**src/design/slrg_pkg.sv**
```systemverilog
// Shared types and constants of the shuffled Lehmer generator.
// Used by the controller, the datapath and the top level; depends on nothing.
`default_nettype none

package slrg_pkg;

  localparam int WORD_W     = 31;
  localparam int FRAC_W     = 24;
  localparam int FRAC_SHIFT = 7;
  localparam int ADDR_W     = 3;
  localparam int DATA_W     = 32;

  localparam logic [14:0]       LEHMER_MULT  = 15'd16807;
  localparam logic [WORD_W-1:0] LEHMER_MOD   = 31'h7FFF_FFFF;
  localparam int                WARMUP_EXTRA = 8;

  // Register index, taken from paddr[2]
  localparam logic REG_SEED = 1'b0;

  typedef enum logic [2:0] {
    ST_IDLE,
    ST_WARM,
    ST_START,
    ST_DIV,
    ST_READ,
    ST_WRITE
  } state_t;

  typedef struct packed {
    logic load_seed;
    logic warm_step;
    logic draw_start;
    logic div_step;
    logic finish;
  } cmd_t;

  typedef struct packed {
    logic seed_pending;
    logic warm_last;
    logic out_free;
  } status_t;

endpackage

`default_nettype wire

```
**src/design/slrg_ram.sv**
```systemverilog
// Generic single-port RAM with registered read data.
// Holds the shuffle table; no package dependencies.
`default_nettype none

module slrg_ram #(
  parameter int WIDTH = 31,
  parameter int DEPTH = 32
) (
  input  wire logic                     clk,
  input  wire logic [$clog2(DEPTH)-1:0] addr,
  input  wire logic                     we,
  input  wire logic [WIDTH-1:0]         wdata,
  output logic      [WIDTH-1:0]         rdata
);

  logic [WIDTH-1:0] mem [DEPTH];

  always_ff @(posedge clk) begin
    if (we) begin
      mem[addr] <= wdata;
    end
    rdata <= mem[addr];
  end

endmodule

`default_nettype wire

```
**src/design/slrg_ctrl.sv**
```systemverilog
// Sequencer of the shuffled Lehmer generator: seeding, warm-up, slot divide, table swap.
// Depends on slrg_pkg for the state, command and status types.
`default_nettype none

module slrg_ctrl (
  input  wire logic              clk,
  input  wire logic              rst,
  input  wire logic              in_valid,
  output logic                   in_ready,
  input  wire logic              restart,
  input  wire slrg_pkg::status_t status,
  output slrg_pkg::cmd_t         cmd
);

  slrg_pkg::state_t state, state_next;

  always_ff @(posedge clk) begin
    if (rst) begin
      state <= slrg_pkg::ST_IDLE;
    end else begin
      state <= state_next;
    end
  end

  always_comb begin
    state_next = state;
    cmd        = '0;
    in_ready   = 1'b0;
    case (state)
      slrg_pkg::ST_IDLE: begin
        in_ready = 1'b1;
        if (in_valid) begin
          if (restart || status.seed_pending) begin
            cmd.load_seed = 1'b1;
            state_next    = slrg_pkg::ST_WARM;
          end else begin
            cmd.draw_start = 1'b1;
            state_next     = slrg_pkg::ST_DIV;
          end
        end
      end
      slrg_pkg::ST_WARM: begin
        cmd.warm_step = 1'b1;
        if (status.warm_last) begin
          state_next = slrg_pkg::ST_START;
        end
      end
      slrg_pkg::ST_START: begin
        cmd.draw_start = 1'b1;
        state_next     = slrg_pkg::ST_DIV;
      end
      slrg_pkg::ST_DIV: begin
        cmd.div_step = 1'b1;
        state_next   = slrg_pkg::ST_READ;
      end
      slrg_pkg::ST_READ: begin
        // slot address is on the RAM now; data arrives next cycle
        state_next = slrg_pkg::ST_WRITE;
      end
      slrg_pkg::ST_WRITE: begin
        // hold the read until the output register is free
        if (status.out_free) begin
          cmd.finish = 1'b1;
          state_next = slrg_pkg::ST_IDLE;
        end
      end
      default: begin
        state_next = slrg_pkg::ST_IDLE;
      end
    endcase
  end

endmodule

`default_nettype wire

```
**src/design/slrg_dp.sv**
```systemverilog
// Datapath of the shuffled Lehmer generator: modular multiply, warm-up counter,
// reciprocal-multiply slot index, shuffle table RAM and output register. Uses slrg_pkg, slrg_ram.
`default_nettype none

module slrg_dp #(
  parameter int TABLE_DEPTH = 32
) (
  input  wire logic                          clk,
  input  wire logic                          rst,
  input  wire slrg_pkg::cmd_t                cmd,
  output slrg_pkg::status_t                  status,
  input  wire logic [slrg_pkg::WORD_W-1:0]   seed,
  input  wire logic                          out_ready,
  output logic                               out_valid,
  output logic      [slrg_pkg::WORD_W-1:0]   raw_value
);

  localparam int AW         = $clog2(TABLE_DEPTH);
  localparam int QBITS      = AW + 1;
  localparam int WARM_STEPS = TABLE_DEPTH + slrg_pkg::WARMUP_EXTRA;
  localparam int CW         = $clog2(WARM_STEPS);
  localparam int unsigned SLOT_DIV = 1 + (32'd2147483646 / TABLE_DEPTH);
  // exact for every 31-bit dividend: shift covers 31 bits plus the divisor size
  localparam int RECIP_SHIFT = 31 + $clog2(SLOT_DIV);
  localparam longint unsigned RECIP_WIDE =
    ((64'd1 << RECIP_SHIFT) + 64'(SLOT_DIV) - 64'd1) / 64'(SLOT_DIV);
  localparam logic [31:0] RECIP = 32'(RECIP_WIDE);

  function automatic logic [slrg_pkg::WORD_W-1:0] lehmer_step(
    input logic [slrg_pkg::WORD_W-1:0] x
  );
    logic [45:0] prod;
    logic [31:0] fold;
    prod = 46'(x) * 46'(slrg_pkg::LEHMER_MULT);
    // 2^31 == 1 mod (2^31 - 1): fold the high part onto the low part
    fold = {1'b0, prod[30:0]} + 32'(prod[45:31]);
    if (fold >= 32'(slrg_pkg::LEHMER_MOD)) begin
      fold = fold - 32'(slrg_pkg::LEHMER_MOD);
    end
    return fold[30:0];
  endfunction

  logic [slrg_pkg::WORD_W-1:0] lcg;
  logic [slrg_pkg::WORD_W-1:0] lcg_next;
  logic [slrg_pkg::WORD_W-1:0] seed_init;
  logic [slrg_pkg::WORD_W-1:0] last_pick;
  logic                        needs_seeding;
  logic [CW-1:0]               pos;
  logic [62:0]                 slot_prod;
  logic [QBITS-1:0]            quot;
  logic [AW-1:0]               slot;
  logic [AW-1:0]               ram_addr;
  logic                        ram_we;
  logic [slrg_pkg::WORD_W-1:0] ram_wdata;
  logic [slrg_pkg::WORD_W-1:0] ram_rdata;
  logic                        out_free;

  assign lcg_next = lehmer_step(lcg);
  // zero and the modulus itself both reduce to zero: start from one
  assign seed_init = (seed == '0 || seed == slrg_pkg::LEHMER_MOD) ? 31'd1 : seed;

  // divide by the slot width as a multiply by its rounded-up reciprocal
  assign slot_prod = 63'(last_pick) * 63'(RECIP);

  assign slot = (quot < QBITS'(TABLE_DEPTH)) ? quot[AW-1:0] : '0;

  assign ram_addr  = cmd.warm_step ? pos[AW-1:0] : slot;
  assign ram_we    = (cmd.warm_step && pos < CW'(TABLE_DEPTH)) || cmd.finish;
  assign ram_wdata = cmd.warm_step ? lcg_next : lcg;

  assign out_free = !out_valid || out_ready;

  assign status.seed_pending = needs_seeding;
  assign status.warm_last    = (pos == '0);
  assign status.out_free     = out_free;

  slrg_ram #(
    .WIDTH (slrg_pkg::WORD_W),
    .DEPTH (TABLE_DEPTH)
  ) u_table (
    .clk   (clk),
    .addr  (ram_addr),
    .we    (ram_we),
    .wdata (ram_wdata),
    .rdata (ram_rdata)
  );

  always_ff @(posedge clk) begin
    if (cmd.load_seed) begin
      lcg <= seed_init;
      pos <= CW'(WARM_STEPS - 1);
    end else if (cmd.warm_step) begin
      lcg <= lcg_next;
      pos <= pos - 1'b1;
    end else if (cmd.draw_start) begin
      lcg <= lcg_next;
    end

    if (cmd.div_step) begin
      quot <= QBITS'(slot_prod >> RECIP_SHIFT);
    end

    if (cmd.finish) begin
      raw_value <= ram_rdata;
    end
  end

  always_ff @(posedge clk) begin
    if (rst) begin
      needs_seeding <= 1'b1;
      last_pick     <= '0;
      out_valid     <= 1'b0;
    end else begin
      if (cmd.warm_step && pos == '0) begin
        // slot 0 gets the last warm-up value; it also seeds the first pick
        last_pick     <= lcg_next;
        needs_seeding <= 1'b0;
      end else if (cmd.finish) begin
        last_pick <= ram_rdata;
      end

      if (cmd.finish) begin
        out_valid <= 1'b1;
      end else if (out_ready) begin
        out_valid <= 1'b0;
      end
    end
  end

endmodule

`default_nettype wire

```
**src/design/shuffled_lehmer_random_generator.sv**
```systemverilog
// Top level of the shuffled minimal-standard Lehmer generator: APB seed register,
// controller and datapath. Depends on slrg_pkg, slrg_ctrl, slrg_dp (and slrg_ram).
//
//   channel  | handshake                      | payload
//   ---------+--------------------------------+------------------------------
//   config   | psel/penable/pwrite, pready=1  | paddr, pwdata, prdata
//   request  | in_valid / in_ready            | restart
//   result   | out_valid / out_ready          | raw_value, unit_fraction
//
// A draw runs in steps: the transfer edge advances the generator, ST_DIV forms the
// slot index by a reciprocal multiply, ST_READ reads the RAM, and the swap edge in
// ST_WRITE loads the result. No new request is taken until the draw has finished.
// A reseed first runs the warm-up steps through the single RAM write port. Reset
// forces a reseed on the first draw. A stalled result holds the finished draw; the
// next request is taken then but completes only once the result register is free.
`default_nettype none

module shuffled_lehmer_random_generator #(
  parameter int TABLE_DEPTH = 32
) (
  input  wire logic                          clk,
  input  wire logic                          rst,
  input  wire logic                          psel,
  input  wire logic                          penable,
  input  wire logic                          pwrite,
  input  wire logic [slrg_pkg::ADDR_W-1:0]   paddr,
  input  wire logic [slrg_pkg::DATA_W-1:0]   pwdata,
  output logic      [slrg_pkg::DATA_W-1:0]   prdata,
  output logic                               pready,
  input  wire logic                          in_valid,
  output logic                               in_ready,
  input  wire logic                          restart,
  output logic                               out_valid,
  input  wire logic                          out_ready,
  output logic      [slrg_pkg::WORD_W-1:0]   raw_value,
  output logic      [slrg_pkg::FRAC_W-1:0]   unit_fraction
);

  logic [slrg_pkg::WORD_W-1:0] seed;
  slrg_pkg::cmd_t              cmd;
  slrg_pkg::status_t           status;

  assign pready = 1'b1;

  always_ff @(posedge clk) begin
    if (rst) begin
      seed <= 31'd1;
    end else if (psel && penable && pwrite && paddr[2] == slrg_pkg::REG_SEED) begin
      seed <= pwdata[slrg_pkg::WORD_W-1:0];
    end
  end

  assign prdata = (paddr[2] == slrg_pkg::REG_SEED) ? {1'b0, seed} : '0;

  assign unit_fraction = raw_value[slrg_pkg::FRAC_SHIFT +: slrg_pkg::FRAC_W];

  slrg_ctrl u_ctrl (
    .clk      (clk),
    .rst      (rst),
    .in_valid (in_valid),
    .in_ready (in_ready),
    .restart  (restart),
    .status   (status),
    .cmd      (cmd)
  );

  slrg_dp #(
    .TABLE_DEPTH (TABLE_DEPTH)
  ) u_dp (
    .clk       (clk),
    .rst       (rst),
    .cmd       (cmd),
    .status    (status),
    .seed      (seed),
    .out_ready (out_ready),
    .out_valid (out_valid),
    .raw_value (raw_value)
  );

  // one draw in flight: a transfer makes the block busy on the next cycle
  a_one_in_flight: assert property (@(posedge clk) disable iff (rst)
    in_valid && in_ready |=> !in_ready)
    else $error("request taken while a draw is in flight");

  // a finished draw never overwrites a result that still waits
  a_no_overwrite: assert property (@(posedge clk) disable iff (rst)
    cmd.finish |-> status.out_free)
    else $error("result register overwritten");

  // table values come from the generator, which never reaches zero or the modulus
  a_value_range: assert property (@(posedge clk) disable iff (rst)
    out_valid |-> raw_value != '0 && raw_value != slrg_pkg::LEHMER_MOD)
    else $error("result outside the generator range");

endmodule

`default_nettype wire
```
**config.mk**
```make
export PLATFORM = sky130hd
export DESIGN_NAME = shuffled_lehmer_random_generator
export DESIGN_NICKNAME = d
export VERILOG_FILES = /design/src/design/slrg_pkg.sv /design/src/design/slrg_ram.sv /design/src/design/slrg_ctrl.sv /design/src/design/slrg_dp.sv /design/src/design/shuffled_lehmer_random_generator.sv
export SDC_FILE = /design/constraint.sdc
export NUM_CORES = 2
export LEC_CHECK = 0
export BUFFER_PORTS_ARGS = -buffer_cell sky130_fd_sc_hd__buf_2
export CELL_PAD_IN_SITES_DETAIL_PLACEMENT = 0
export CELL_PAD_IN_SITES_GLOBAL_PLACEMENT = 2
export CORE_ASPECT_RATIO = 1.75
export CORE_MARGIN = 5
export CORE_UTILIZATION = 51
export DETAILED_ROUTE_END_ITERATION = 10
export GPL_ROUTABILITY_DRIVEN = 1
export PLACE_DENSITY_LB_ADDON = 0.1
export SYNTH_ARGS = -nofsm -noshare
export SYNTH_HDL_FRONTEND = slang
export SYNTH_SLANG_ARGS = --single-unit
export TNS_END_PERCENT = 30
```
**constraint.sdc**
```tcl
create_clock -name clk -period 20.1 [get_ports clk]
set_clock_uncertainty 0.05 [all_clocks]
set_input_delay 2.01 -clock clk [delete_from_list [all_inputs] [get_ports clk]]
set_output_delay 2.01 -clock clk [all_outputs]
set_load 0.02 [all_outputs]
```
# After elaboration in Yosys (flattened, before gate mapping)
# Memories as Yosys holds them, arrays and structs flattened. A register that Yosys moved wholly into a read port is not among the register bits.
# Cells that the tools add are included.
# totals
mem_bits_rw	992
out_inout_bits	90
n_memories	1
inputBits	43
regBits	140
# op_classes
eq_ne	9
n_bitwise	1
n_addsub	3
mux	31
n_mul	1
reduce_logical	17
magnitude_cmp	3
# mem_list
memory	words	word_bits	rd	rd_ports_with_merged_regs	write_ports	line_no	rtl
u_dp.u_table.mem	32	31	1	1	1	slrg_ram.sv:16	logic [WIDTH-1:0] mem [DEPTH];
# ops
op	count
31-bit 2-to-1 mux	9
31-bit by 15-bit multiplier with 46-bit output (second input constant)	1
31-bit by 15-bit adder with 32-bit output	1
32-bit by 31-bit greater-or-equal comparator with 1-bit output (second input constant)	1
31-bit == test (second input constant)	1
31-bit zero test	1
31-bit subtractor (second input constant)	1
3-bit case mux with 6 select lines	1
1-bit 2-to-1 mux	14
5-bit 2-to-1 mux	2
3-bit 2-to-1 mux	3
3-bit by 2-bit == test with 1-bit output (second input constant)	2
3-bit == test (second input constant)	2
6-bit zero test	1
5-bit by 6-bit < comparator with 1-bit output (second input constant)	1
6-bit < comparator (second input constant)	1
6-bit by 1-bit subtractor with 6-bit output (second input constant)	1
1-bit logical AND	5
1-bit logical OR	4
2-bit inequality test (second input constant)	2
2-bit nonzero test	2
3-bit by 1-bit == test with 1-bit output (second input constant)	1
3-bit zero test	1
3-bit AND reduction	1
other kinds (6)	6

# Depth between registers and ports, before layout
# depth
depth_word	7
ltp_mapped	42

# Cells and area by module
# A second synthesis with hierarchy kept.
# unflattened
cells_unflattened	3625
area_unflattened_um2	53324.9
# modules_own_cells
module	area_per_inst_um2	cells_each	seq_area_each_um2	n_inst
slrg_ram	38396.8	2039	30409.2	1
slrg_dp	12872.3	1362	2272.2	1
shuffled_lehmer_random_generator	1828.0	197	620.6	1
slrg_ctrl	227.7	27	60.1	1

# Worst setup path before layout
# OpenSTA, ideal clock, no wires.
# synth_timing
path_kind	register -> register
start	register u_dp.lcg[13] (netlist name)
end	memory u_dp.u_table.mem[0][7] (data pin)
setup_slack_ns	8.740
arrival_ns	10.843
path_stages_with_launch	40
synth_period_minus_slack_ns	11.360
path_buffers	3
cell_sequence	edfxtp_1 > inv_1 > fa_1 > inv_1 > ha_1 > inv_1 > fa_1 > fa_1 > inv_1 > fa_1 > fa_1 > ha_1 > clkbuf_1 > o21a_1 > a21o_1 > and4_1 > clkbuf_1 > nor3_1 > [... 4 more ...] > a221oi_1 > o211ai_1 > a21oi_1 > xnor2_1 > ha_1 > and3_1 > nand2_1 > nor3_1 > a21oi_1 > a2111oi_2 > nand4_1 > xnor2_1 > or4_1 > a2111oi_4 > a32oi_2 > buf_6 > o21a_1 > o31ai_1
# synth_between
elab_chain_len	5
# synth_rtl
item	line_no	rtl
start: declaration	slrg_dp.sv:43	logic [slrg_pkg::WORD_W-1:0] lcg;
start signal: assignment	slrg_dp.sv:90	lcg <= seed_init;
start signal: assignment	slrg_dp.sv:93	lcg <= lcg_next;
start signal: assignment	slrg_dp.sv:96	lcg <= lcg_next;
31-bit by 15-bit multiplier with 46-bit output *	slrg_dp.sv:34	prod = 46'(x) * 46'(slrg_pkg::LEHMER_MULT);
31-bit by 15-bit adder with 32-bit output *	slrg_dp.sv:36	fold = {1'b0, prod[30:0]} + 32'(prod[45:31]);
31-bit subtractor / 32-bit by 31-bit greater-or-equal comparator with 1-bit output (equally long branches)	slrg_dp.sv:38, slrg_dp.sv:37	
31-bit 2-to-1 mux *	slrg_dp.sv:37	if (fold >= 32'(slrg_pkg::LEHMER_MOD)) begin
31-bit 2-to-1 mux *	slrg_dp.sv:69	assign ram_wdata = cmd.warm_step ? lcg_next : lcg;
via u_dp.ram_wdata, one bit	slrg_dp.sv:54	logic [slrg_pkg::WORD_W-1:0] ram_wdata;
end: declaration	slrg_ram.sv:16	
# Mark *: on every way through the listed nets, which the timed path passes. The rest lies on a longest branch.

# Worst setup path in the final report
# layout_timing
start	register u_dp.lcg[18] (netlist name)
end	memory u_dp.u_table.mem[23][7] (data pin)
# Same word-level chain as after synthesis.

==> metrics.txt <==
status=finished clean; Setup crit end kind=flip-flop; unrepaired setup endpoints after global routing=false; upper clock frequency limit=71.2 MHz; residual DRC count=0; CP top delay family=compound AO/OA/AOI/OAI gates; ANT cells=0; worst reg-to-reg setup slack=just over 6 ns; start-to-end type of the worst setup path=flip-flop to flip-flop; number of buffers inserted to repair setup after CTS=0; Die Height=approximately 440 um; cell occurring most often along the worst timing path=sky130_fd_sc_hd__fa_1; TritonCTS clock tree=built; biggest fanout along the worst timing path=32; most used standard cells in the synthesized netlist=1059 x sky130_fd_sc_hd__edfxtp_1, 284 x sky130_fd_sc_hd__inv_1, 248 x sky130_fd_sc_hd__mux4_2; most instantiated library cell after synthesis=sky130_fd_sc_hd__edfxtp_1; initial standard-cell utilization of the core=0.512; io pins=roughly 130; Final Max Tran Viols=0; sum of routed wire length over all layers=152000 um; last weighted congestion value of the routability-driven placer=a little over 0.9; post-synthesis net count=3677; Reg-to-Reg Start=u_dp.lcg[18]; ratio of cells with drive above 1 in the final layout=0.205; setup tns final=0 ns; Critical Path AT=roughly 14 ns; number of distinct standard cells referenced by the synthesized netlist=85; final clock period utilization by the worst path=0.699; leading register cell type out of synthesis=sky130_fd_sc_hd__edfxtp_1; horizontal die dimension=approximately 250 um; clock-pin slew of the registers on the worst-case setup and hold paths=0.07 ns; share of synthesized area occupied by flip-flops and latches=0.631; count of buffers inserted at the top-level ports=approximately 130; slowest stage cell, crit path=sky130_fd_sc_hd__o31ai_4; sum of net half-perimeters after detailed placement=between 90000 and 100000 um; required time worst endpoint=between 20 and 25 ns; number of register bits inferred by synthesis=approximately 1100; synthesized area per cell=16.0 um^2; worst-margin pin slew=1.40 ns; clock root buffer master=sky130_fd_sc_hd__clkbuf_16; Vias=about 30000; Post-Place Worst Slack=between 5 and 6 ns; number of cells traversed by the worst register-to-register path=35; reg2reg end=u_dp.u_table.mem[23][7]; total standard cell area after synthesis=approximately 53000 um^2; final setup violation count=0; slew margin rel.=0.0684; count of hold-fix buffers inserted at cts=0; global-route wire length before repair=around 220000 um; yosys synthesis warning count=0; max-cap violation count=0; post-synthesis cell type with the largest combined area=sky130_fd_sc_hd__edfxtp_1; per-cell via count in the routed design=a little over 6; post-detailed-route count of antenna-violating nets=0; GRT Overall Usage=0.275; capture endpoint of the worst hold path=u_dp.raw_value[25]; clk buf depth=3; endpoints failing hold=0; critical path's largest stage delay=around 1.0 ns; nets@finish=about 3800; area of the die=around 110000 um^2; number of buffers created by CTS=97; path class of the lowest-slack min-delay path=flip-flop to flip-flop; biggest area contributors in the synthesized netlist=sky130_fd_sc_hd__edfxtp_1 60%, sky130_fd_sc_hd__mux4_2 11%, sky130_fd_sc_hd__fa_1 5.1%; overflow left after global routing=0; number of synthesized flops with an enable pin=roughly 1100; area of the core=approximately 100000 um^2; number of buffers and inverters on the critical path=4; antenna violations before repair=2; count of filler cells inserted in the layout=7960; Core Rows=roughly 160; via count of the first global-routing pass=around 32000; total number of clock tree sinks=roughly 1100; Initial DRC Count=roughly 2500; min-delay src=u_dp.u_table.rdata[25]; deepest level of the CTS H-tree=3; quantity of gates resized following cts=0; clock latency at the later pin of the worst-skew pair=just under 0.7 ns; kind of start point of the critical path=flip-flop; largest net degree at the start of global routing=169; fraction of post-synthesis cell area in the top cell type by area=0.601; Layout Area Growth over Synthesis=11.6%; Hold Path Depth=0; synthesized instance count=between 3000 and 4000; first-pass iteration count of the detailed router=5; async set-reset flop share out of synthesis=0; routed length per instance=roughly 31 um; final critical path time including I/O delays and setup=between 10 and 15 ns; Final WS setup=about 6.0 ns
worst max path at each step:
| stage | startpoint | endpoint | slack, ns | cells after the start |
|---|---|---|---|---|
| 2_1_floorplan | u_dp.lcg[13] | u_dp.u_table.mem[0][7] | 8.74 | 39 |
| 3_3_place_gp | u_dp.lcg[18] | u_dp.u_table.mem[4][10] | 6.15 | 35 |
| 3_5_place_dp | u_dp.lcg[18] | u_dp.u_table.mem[5][0] | 5.87 | 35 |
| 4_1_cts | u_dp.lcg[18] | u_dp.u_table.mem[4][0] | 5.80 | 35 |
| 5_1_grt | u_dp.lcg[22] | u_dp.u_table.mem[16][7] | 5.52 | 37 |
| 6_report | u_dp.lcg[18] | u_dp.u_table.mem[23][7] | 6.05 | 35 |
layout by cell type, fill, tap and decap left out, types with 89 or more instances in the layout:
cell type                   netlist  layout
sky130_fd_sc_hd__edfxtp_1      1059    1059
sky130_fd_sc_hd__ha_1           204     204
sky130_fd_sc_hd__mux4_2         248     248
sky130_fd_sc_hd__buf_2            1     127
sky130_fd_sc_hd__a22oi_1        115     115
sky130_fd_sc_hd__a21oi_1         91      89
sky130_fd_sc_hd__clkbuf_16        0      99
sky130_fd_sc_hd__nand2_1        178     178
sky130_fd_sc_hd__fa_1           134     134
sky130_fd_sc_hd__inv_1          284     284
sequential cells by signal, summed over array words and instances (netlist names):
register / cells
seed: 31
u_ctrl.state: 3
u_dp.last_pick: 5
u_dp.lcg: 31
u_dp.needs_seeding: 1
u_dp.out_valid: 1
u_dp.pos: 6
u_dp.quot: 5
u_dp.raw_value: 31
u_dp.u_table.mem: 992
u_dp.u_table.rdata: 31
area by class of cell:
type / count / area (um^2) / share of cell area
inverters: 284 / 1070 / 0.0181
flip-flops and latches: 1137 / 33400 / 0.565
clock inverters: 63 / 637 / 0.0108
repair buffers: 215 / 1340 / 0.0227
multi-input cells: 1715 / 18300 / 0.310
well taps: 1343 / 1680 / 0.0285
clock buffers: 118 / 2640 / 0.0447
cell families (layout without fill, tap and decap cells):
kind of cell,count (synthesis),in the layout,share of synthesized area
DFF,1137,1137,0.631
and+or+nand+nor,565,565,0.0540
AOI/OAI and AO/OA,473,473,0.0617
buffers and inverters,444,680,0.0335
adders and majority gates,338,338,0.0990
muxes,271,271,0.110
xor gates and xnor gates,66,66,0.0109
other,2,2,0.000142
layer usage:
metal | share of wire | track usage
met1 | 0.34 | 0.302
met5 | 0 | 0
met4 | 0.053 | 0.124
met3 | 0.043 | 0.0320
met2 | 0.57 | 0.525
metrics by stage:
| step | util | instances | instance area, um^2 | hold WS [ns] |
|---|---|---|---|---|
| after CTS | 0.571 | 4871 | 59000 | 0.354 |
| after global routing | 0.572 | 4875 | 59000 | 0.362 |
| after detailed placement | 0.539 | 4690 | 55700 | 0.339 |
| final | 0.572 | 4875 | 59000 | 0.354 |
| after floorplan | - | 3296 | 52900 | 0.336 |
| after global placement | 0.539 | 4690 | 55700 | 0.340 |
Power is not shown: default switching activity piles up to over one toggle a cycle in this logic, so the estimate is an artifact.
